--- src/sv/hsv_grb_pkg.sv ---
// shared constants and helpers for the hsv to grb led word converter
package hsv_grb_pkg;

  localparam int INDEX_WIDTH = 16;
  localparam int POS_WIDTH   = 16;

  // mask that keeps the low INDEX_WIDTH bits of the led index
  localparam logic [POS_WIDTH-1:0] IDX_MASK =
    POS_WIDTH'((64'd1 << INDEX_WIDTH) - 64'd1);

  localparam logic OP_HSV = 1'b0;
  localparam logic OP_RGB = 1'b1;

  localparam logic [7:0] SECTOR_SPAN = 8'd43;
  localparam logic [7:0] CHAN_MAX    = 8'd255;

  localparam logic [2:0] SEC_0 = 3'd0;
  localparam logic [2:0] SEC_1 = 3'd1;
  localparam logic [2:0] SEC_2 = 3'd2;
  localparam logic [2:0] SEC_3 = 3'd3;
  localparam logic [2:0] SEC_4 = 3'd4;
  localparam logic [2:0] SEC_5 = 3'd5;

  function automatic logic [7:0] bit_flip8(input logic [7:0] x);
    logic [7:0] y;
    for (int i = 0; i < 8; i++) begin
      y[i] = x[7-i];
    end
    return y;
  endfunction

endpackage

--- src/sv/hsv_to_grb_led_word.sv ---
// hsv or rgb colour to grb led pixel word, four-stage pipeline
//
// input channel: a transaction is taken at a rising edge with start high and
// busy low. busy is always low: the pipeline never stalls, so a new colour
// can be given in every cycle. in_opcode selects hsv (hue, sat, val) or rgb
// (red, green, blue) on the three 8-bit colour ports.
// result channel: out_valid is high for exactly one cycle per transaction,
// with the index, the three channel levels and the packed 24-bit word.
// a transaction is registered in stage 1, stage 2, stage 3 and then in the
// output registers, from which the receiver takes it. throughput is one
// transaction per cycle, set by the two rows of 8x8 multipliers (stage 2 and
// stage 3) each being registered.
// stages: 1 sector and remainder, 2 first products, 3 second products,
// 4 sector select, bit reversal and packing into the output registers.
// the receiver cannot hold results off, so nothing waits inside.
// reset clears the stage valid bits only; no result appears until new input.
module hsv_to_grb_led_word
  import hsv_grb_pkg::*;
(
  input  logic                 clk,
  input  logic                 rst_n,
  input  logic                 start,
  output logic                 busy,
  input  logic                 in_opcode,
  input  logic [POS_WIDTH-1:0] in_led_index,
  input  logic [7:0]           in_hue_or_red,
  input  logic [7:0]           in_sat_or_green,
  input  logic [7:0]           in_val_or_blue,
  output logic                 out_valid,
  output logic [POS_WIDTH-1:0] out_led_position,
  output logic [7:0]           out_red_level,
  output logic [7:0]           out_green_level,
  output logic [7:0]           out_blue_level,
  output logic [23:0]          out_pixel_word
);

  // stage 1
  logic                 s1_valid_r;
  logic                 s1_op_r;
  logic [POS_WIDTH-1:0] s1_idx_r;
  logic [7:0]           s1_a_r, s1_b_r, s1_c_r;
  logic [2:0]           s1_sec_r;
  logic [7:0]           s1_rem_r;
  logic [2:0]           s1_sec_nxt;
  logic [7:0]           s1_base;
  logic [5:0]           s1_diff;

  // stage 2
  logic                 s2_valid_r;
  logic                 s2_op_r;
  logic [POS_WIDTH-1:0] s2_idx_r;
  logic [7:0]           s2_a_r, s2_b_r, s2_c_r;
  logic [2:0]           s2_sec_r;
  logic [15:0]          s2_pp_r, s2_sq_r, s2_st_r;

  // stage 3
  logic                 s3_valid_r;
  logic                 s3_op_r;
  logic [POS_WIDTH-1:0] s3_idx_r;
  logic [7:0]           s3_a_r, s3_b_r, s3_c_r;
  logic [2:0]           s3_sec_r;
  logic [7:0]           s3_p_r;
  logic [15:0]          s3_qp_r, s3_tp_r;
  logic [7:0]           s3_qa, s3_ta;

  // stage 4 selection
  logic [7:0] red_nxt, green_nxt, blue_nxt;
  logic [7:0] q_v, t_v, v_v;

  logic                 out_valid_r;
  logic [POS_WIDTH-1:0] out_led_position_r;
  logic [7:0]           out_red_level_r, out_green_level_r, out_blue_level_r;
  logic [23:0]          out_pixel_word_r;

  assign busy = 1'b0;

  // hue / 43 by threshold compares
  always_comb begin
    if (in_hue_or_red >= 8'(5 * SECTOR_SPAN)) begin
      s1_sec_nxt = SEC_5;
    end else if (in_hue_or_red >= 8'(4 * SECTOR_SPAN)) begin
      s1_sec_nxt = SEC_4;
    end else if (in_hue_or_red >= 8'(3 * SECTOR_SPAN)) begin
      s1_sec_nxt = SEC_3;
    end else if (in_hue_or_red >= 8'(2 * SECTOR_SPAN)) begin
      s1_sec_nxt = SEC_2;
    end else if (in_hue_or_red >= SECTOR_SPAN) begin
      s1_sec_nxt = SEC_1;
    end else begin
      s1_sec_nxt = SEC_0;
    end
    s1_base = 8'(s1_sec_nxt * SECTOR_SPAN);
    s1_diff = 6'(in_hue_or_red - s1_base);
  end

  assign s3_qa = CHAN_MAX - s2_sq_r[15:8];
  assign s3_ta = CHAN_MAX - s2_st_r[15:8];

  always_ff @(posedge clk) begin
    if (!rst_n) begin
      s1_valid_r  <= 1'b0;
      s2_valid_r  <= 1'b0;
      s3_valid_r  <= 1'b0;
      out_valid_r <= 1'b0;
    end else begin
      s1_valid_r  <= start && !busy;
      s2_valid_r  <= s1_valid_r;
      s3_valid_r  <= s2_valid_r;
      out_valid_r <= s3_valid_r;
    end
  end

  always_ff @(posedge clk) begin
    s1_op_r  <= in_opcode;
    s1_idx_r <= in_led_index & IDX_MASK;
    s1_a_r   <= in_hue_or_red;
    s1_b_r   <= in_sat_or_green;
    s1_c_r   <= in_val_or_blue;
    s1_sec_r <= s1_sec_nxt;
    s1_rem_r <= 8'({2'b00, s1_diff} * 8'd6);

    s2_op_r  <= s1_op_r;
    s2_idx_r <= s1_idx_r;
    s2_a_r   <= s1_a_r;
    s2_b_r   <= s1_b_r;
    s2_c_r   <= s1_c_r;
    s2_sec_r <= s1_sec_r;
    s2_pp_r  <= s1_c_r * (CHAN_MAX - s1_b_r);
    s2_sq_r  <= s1_b_r * s1_rem_r;
    s2_st_r  <= s1_b_r * (CHAN_MAX - s1_rem_r);

    s3_op_r  <= s2_op_r;
    s3_idx_r <= s2_idx_r;
    s3_a_r   <= s2_a_r;
    s3_b_r   <= s2_b_r;
    s3_c_r   <= s2_c_r;
    s3_sec_r <= s2_sec_r;
    s3_p_r   <= s2_pp_r[15:8];
    s3_qp_r  <= s2_c_r * s3_qa;
    s3_tp_r  <= s2_c_r * s3_ta;
  end

  assign q_v = s3_qp_r[15:8];
  assign t_v = s3_tp_r[15:8];
  assign v_v = s3_c_r;

  always_comb begin
    red_nxt   = v_v;
    green_nxt = s3_p_r;
    blue_nxt  = q_v;
    if (s3_op_r == OP_RGB) begin
      red_nxt   = s3_a_r;
      green_nxt = s3_b_r;
      blue_nxt  = s3_c_r;
    end else if (s3_b_r == 8'd0) begin
      // grey: no saturation
      red_nxt   = v_v;
      green_nxt = v_v;
      blue_nxt  = v_v;
    end else begin
      case (s3_sec_r)
        SEC_0: begin
          red_nxt = v_v;    green_nxt = t_v;    blue_nxt = s3_p_r;
        end
        SEC_1: begin
          red_nxt = q_v;    green_nxt = v_v;    blue_nxt = s3_p_r;
        end
        SEC_2: begin
          red_nxt = s3_p_r; green_nxt = v_v;    blue_nxt = t_v;
        end
        SEC_3: begin
          red_nxt = s3_p_r; green_nxt = q_v;    blue_nxt = v_v;
        end
        SEC_4: begin
          red_nxt = t_v;    green_nxt = s3_p_r; blue_nxt = v_v;
        end
        default: begin
          red_nxt = v_v;    green_nxt = s3_p_r; blue_nxt = q_v;
        end
      endcase
    end
  end

  always_ff @(posedge clk) begin
    out_led_position_r <= s3_idx_r;
    out_red_level_r    <= red_nxt;
    out_green_level_r  <= green_nxt;
    out_blue_level_r   <= blue_nxt;
    out_pixel_word_r   <= {bit_flip8(blue_nxt), bit_flip8(red_nxt), bit_flip8(green_nxt)};
  end

  assign out_valid        = out_valid_r;
  assign out_led_position = out_led_position_r;
  assign out_red_level    = out_red_level_r;
  assign out_green_level  = out_green_level_r;
  assign out_blue_level   = out_blue_level_r;
  assign out_pixel_word   = out_pixel_word_r;

endmodule

--- config.mk ---
export PLATFORM = sky130hd
export DESIGN_NAME = hsv_to_grb_led_word
export DESIGN_NICKNAME = d
export VERILOG_FILES = /design/src/sv/hsv_grb_pkg.sv /design/src/sv/hsv_to_grb_led_word.sv
export SDC_FILE = /design/constraint.sdc
export NUM_CORES = 1
export LEC_CHECK = 0
export ABC_CLOCK_PERIOD_IN_PS = 6050
export BUFFER_PORTS_ARGS = -buffer_cell sky130_fd_sc_hd__buf_2
export CELL_PAD_IN_SITES_DETAIL_PLACEMENT = 2
export CELL_PAD_IN_SITES_GLOBAL_PLACEMENT = 2
export CORE_MARGIN = 2
export CORE_UTILIZATION = 41
export CTS_BUF_LIST = sky130_fd_sc_hd__clkbuf_2
export CTS_CLUSTER_DIAMETER = 30
export DETAILED_ROUTE_END_ITERATION = 7
export GPL_TIMING_DRIVEN = 0
export PLACE_DENSITY_LB_ADDON = 0.12
export SYNTH_ARGS = -nofsm -noshare
export SYNTH_HDL_FRONTEND = slang
export SYNTH_SLANG_ARGS = --single-unit
--- constraint.sdc ---
create_clock -name clk -period 6.05 [get_ports clk]
set_input_delay 1.815 -clock clk [delete_from_list [all_inputs] [get_ports clk]]
set_output_delay 1.815 -clock clk [all_outputs]
set_load 0.1 [all_outputs]
# Word-level counts from Yosys, hierarchy flattened
# Cells that the tools add are included.
# classes
multipliers,7
addsub,5
n_eq_ne,4
mux,14
n_lt_le_gt_ge,5
n_reduce_logical,6
# ops
operator,n
$pmux 8 s3,3
$mux 8,6
$mul 8x8->16,2
$mul 9x9->16,2
$ge 8x8->1 const B,3
$sub 8x8->9 const A,2
$sub 8x8->8 const A,2
$mul 8x7->15,1
$ge 8x6->1 const B,1
$ge 8x7->1 const B,1
$logic_not 8->1,1
$reduce_or 2->1,4
$mul 6x2->7 const B,1
$eq 3x2->1 const B,2
$mul 3x6->6 const B,1
$mux 3,2
$sub 6x6->6,1
$mux 2,2
$eq 3x1->1 const B,1
$eq 3x3->1 const B,1
$logic_not 3->1,1
$mux 1,1
# word_totals
word_cells,75
inputBits,44
regBits,295
output_inout_bits,66

# Depth between registers and ports, before layout
# logic_depth
depth_word,9
mapped_depth,19
mapped_depth_nobuf,17

# Least setup slack after synthesis
# OpenSTA, ideal clock, no wires.
# synth_path
path_type,input to register
startpoint,input in_hue_or_red[1]
endpoint,register s1_rem_r[7]
stages,14
arrival_time_ns,4.940
setup_ns,0.122
setup_slack_ns,0.988
path_cell_list,or4_1 -> nor4_2 -> o32ai_2 -> ha_1 -> inv_1 -> fa_1 -> ha_1 -> a21o_1 -> a21oi_1 -> o21ai_1 -> xnor2_1 -> ha_1 -> a21oi_1 -> xnor2_1
# synth_via
elab_chain_cells,9
elab_cells_between_ends,13
# synth_rtl
item,line,rtl
from (decl),hsv_to_grb_led_word.sv:26,"input logic [7:0] in_hue_or_red,"
$ge 8x6->1,hsv_to_grb_led_word.sv:87,end else if (in_hue_or_red >= SECTOR_SPAN) begin
$mux 1,hsv_to_grb_led_word.sv:87,
$mux 2,hsv_to_grb_led_word.sv:85,end else if (in_hue_or_red >= 8'(2 * SECTOR_SPAN)) begin
$mux 2,hsv_to_grb_led_word.sv:83,end else if (in_hue_or_red >= 8'(3 * SECTOR_SPAN)) begin
$mux 3,hsv_to_grb_led_word.sv:81,end else if (in_hue_or_red >= 8'(4 * SECTOR_SPAN)) begin
$mux 3 *,hsv_to_grb_led_word.sv:79,if (in_hue_or_red >= 8'(5 * SECTOR_SPAN)) begin
via s1_sec_nxt[0],hsv_to_grb_led_word.sv:44,logic [2:0] s1_sec_nxt;
$mul 3x6->6 *,hsv_to_grb_led_word.sv:92,s1_base = 8'(s1_sec_nxt * SECTOR_SPAN);
$sub 6x6->6 *,hsv_to_grb_led_word.sv:93,s1_diff = 6'(in_hue_or_red - s1_base);
$mul 6x2->7 *,hsv_to_grb_led_word.sv:120,"s1_rem_r <= 8'({2'b00, s1_diff} * 8'd6);"
to (signal assigned),hsv_to_grb_led_word.sv:120,
to (decl),hsv_to_grb_led_word.sv:43,logic [7:0] s1_rem_r;
# Mark *: on every way through the listed nets, which the timed path passes. The rest lies on a longest branch.
# A chain may end at the register's enable or synchronous reset.

# Worst setup path in the final report
# layout_path
startpoint,register s1_b_r[6]
endpoint,register s2_st_r[15]
# layout_via
elab_chain_cells,1
# layout_rtl
item,line,rtl
from (decl),hsv_to_grb_led_word.sv:41,"logic [7:0] s1_a_r, s1_b_r, s1_c_r;"
from (signal assigned),hsv_to_grb_led_word.sv:117,s1_b_r <= in_sat_or_green;
$mul 9x9->16,hsv_to_grb_led_word.sv:130,s2_st_r <= s1_b_r * (CHAN_MAX - s1_rem_r);
to (signal assigned),hsv_to_grb_led_word.sv:130,
to (decl),hsv_to_grb_led_word.sv:54,"logic [15:0] s2_pp_r, s2_sq_r, s2_st_r;"
# Every way passes these cells.

==> run summary <==
CTS buffer count: 68
Max Fanout on Critical Path: 11
crit path DAT: 6.42 ns
num rows: 71
share of cells above drive strength 1: 13.7%
CTS tree: done
Design Area, Final: 17700 um2
Die Height: 200 um
Fmax: 0.178 GHz
critical path cell sequence: clkbuf_1, inv_1, fa_1, fa_1, fa_1, fa_1, inv_1, ha_1, or3_1, a31oi_1, o31a_1, o21ai_1, or3_1, a31oi_1, xnor2_1
Initial Util: 41.7%
Max-cap violations: 0
Worst setup EP type: flop
WHS: 0.253 ns
# nets final: 2159
largest net degree at the start of global routing: 12
Synth Flop Type: dfxtp_1
Root Buffer: clkbuf_2
Syn Area/Cell: 9.94 um2
WP data required: 6.84 ns
final setup fails: 0
Die Wd: 200 um
register area: 4620 um2
Clock Latency Late Sink: 0.89 ns
Crit Path Class: reg2reg
minimum clock period: 5.63 ns
Die Area: 40000 um2
Critical Path Slowest Stage Cell: dfxtp_1
Core Box Area: 37800 um2
Vias/cell: 4.98
Worst R2R Start: s1_b_r[6]
Max H-tree Level: 3
Pre-antenna DRT Iters: 7
Tcrit/Tclk final: 93.0%
clk sinks: 231
# IOs: 110
Reg2Reg Capture Point: s2_st_r[15]
Yosys cell types: 58
register area share after synthesis: 29.4%
initial antenna violation count: 1
Synthesized Nets: 1981
HPWL Detailed: 35200 um
worst-case reg-to-reg path depth: 15
CTS clk-pin slew, worst paths: 0.10 ns
P&R area growth vs syn: 12.2%
CP startpoint: s1_b_r[6]
fill count: 4093
Worst path depth: 15
global-route wire length before repair: 72100 um
Critical Path Max Stage Delay: 0.70 ns
Worst-Margin Slew: 0.692 ns
FF+latch count, synth: 231
FF-to-FF setup slack: 0.42 ns
drc violations: 0
worst min path class: reg2reg
Setup TNS: 0 ns
vias in the first global route: 13500
First DRT Iteration DRCs: 354
port bufs: 108
Final Hold Vio Count: 0
total wire length: 44500 um
fin util: 46.8%
delay-heaviest family, CP: adder cells
cell area after synthesis: 15700 um2
outcome: completed
final max-slew violation count: 0
synth warn: 0
setup bufs post-CTS: 0
CP endpoint: s2_st_r[15]
nature of the critical path startpoint: flop
max_slew headroom: 53.9%
Worst path most repeated cell: fa_1
Clock Skews: 0.111 ns
combined buffer and inverter count along the critical path: 3
wire per inst: 19.2 um
placed inst area: 16900 um2
Syn Inst Count: 1584
RSZ-0062 raised after global routing: no
RePlAce Congestion: 0.843
total gr overflow: 0
area of the multi-input gates: 9830 um2
Overall Global Routing Usage: 23.5%
Synth async-reset ratio: 0%
vias: 11500
clk buf depth: 3
number of synthesized flops with an enable pin: 0
number of antenna-violating nets in the routed design: 0
## metal layers
layer | track usage (%) | vias up | share of wire (%)
met4 | 7.13 | 0 | 2.3
met5 | 0 | - | 0
met2 | 42.9 | 224 | 52
met3 | 3.73 | 62 | 3.2
met1 | 28.4 | 5870 | 43
li1 | - | 5383 | -
## cells in the mapped netlist (3+ instances only)
cell type / n / area (um2)
nor2b_1: 128 / 801
buf_2: 3 / 15.0
buf_4: 25 / 188
xnor2_1: 31 / 272
inv_1: 244 / 916
nand3_1: 3 / 15.0
fa_1: 174 / 3480
buf_1: 3 / 11.3
nor3_1: 16 / 80.1
ha_1: 179 / 2240
a222oi_1: 7 / 70.1
o21a_1: 15 / 113
o211ai_1: 8 / 60.1
a22oi_1: 8 / 60.1
and2_1: 25 / 156
a211oi_1: 20 / 150
nand4_1: 3 / 18.8
a21oi_1: 36 / 180
nor2_1: 76 / 285
or3_1: 6 / 37.5
a22o_1: 9 / 78.8
o21ai_0: 9 / 45.0
nand2b_1: 88 / 551
dfxtp_1: 231 / 4620
xor2_1: 12 / 105
clkbuf_1: 40 / 150
mux2i_1: 11 / 110
o21ai_1: 35 / 175
nor4bb_1: 4 / 40.0
or4_1: 3 / 22.5
a21o_1: 9 / 67.6
nand2_1: 91 / 342
a31oi_1: 3 / 18.8
## final cells by class
cell class,count,area share [%]
repair buffers,108,3.06
inverters,245,5.21
multi-input cells,1037,55.7
clock inverters,32,1.84
diodes,1,0.0142
well taps,511,3.62
plain buffers,71,2.07
flip-flops and latches,231,26.2
clock buffers,81,2.30
## per-stage QoR
stage,setup WS (ns),instances
after floorplan,0.988,1584
after global placement,0.416,2203
after detailed placement,0.345,2203
after CTS,0.290,2316
after global routing,0.0798,2317
final,0.424,2317
## worst min path at each step
stage	slack (ns)	from	cells past startpoint	to
2_1_floorplan	0.31	s3_idx_r[0]	0	out_led_position[0]
3_3_place_gp	0.31	s1_idx_r[2]	0	s2_idx_r[2]
3_5_place_dp	0.31	s2_idx_r[12]	0	s3_idx_r[12]
4_1_cts	0.25	s2_a_r[0]	0	s3_a_r[0]
5_1_grt	0.28	s1_idx_r[6]	0	s2_idx_r[6]
6_report	0.25	s2_a_r[0]	0	s3_a_r[0]
## kinds of logic (layout without fill, tap and decap cells)
family	Yosys count	after routing	share of synthesized area [%]
mux	11	11	0.700
flops	231	231	29.4
buf+inv	316	537	8.16
xor+xnor	43	43	2.39
other cells	1	2	0.0238
compound gates	181	181	7.77
fa+ha+maj	353	353	36.4
simple gates	448	448	15.2
## placed cells by master (no fill, tap or decap), types with 11 or more instances in the layout
cell / netlist / routed
clkbuf_2: 0 / 82
a21oi_1: 36 / 36
fa_1: 174 / 174
ha_1: 179 / 179
o21ai_1: 35 / 35
nor2b_1: 128 / 128
xnor2_1: 31 / 31
dfxtp_1: 231 / 231
inv_1: 244 / 244
a211oi_1: 20 / 20
mux2i_1: 11 / 11
clkinv_2: 0 / 11
nor2_1: 76 / 76
nand2_1: 91 / 91
buf_4: 25 / 25
xor2_1: 12 / 12
nor3_1: 16 / 16
o21a_1: 15 / 15
and2_1: 25 / 25
nand2b_1: 88 / 88
buf_2: 3 / 111
clkbuf_1: 40 / 39
clkinv_1: 1 / 11
## worst reg2reg max path: cells and delay by family, from the launching register on
kind	cells	cell delay [ns]
simple gates	2	0.66
xor+xnor	1	0.15
compound gates	4	0.97
fa+ha+maj	5	2.27
flops	1	0.70
buf+inv	3	0.84
## registers in the layout (all words and copies together), names as in the netlist, 9 cells and up
register,count
s1_idx_r,16
out_led_position,16
s2_st_r,9
s2_idx_r,16
s3_idx_r,16
out_pixel_word,23
## repair_timing
action	CTS	global route
hold buffers	0	0
resized for setup	0	2
setup endpoints to repair	0	1
Power is not shown: default switching activity piles up to over one toggle a cycle in this logic, so the estimate is an artifact.
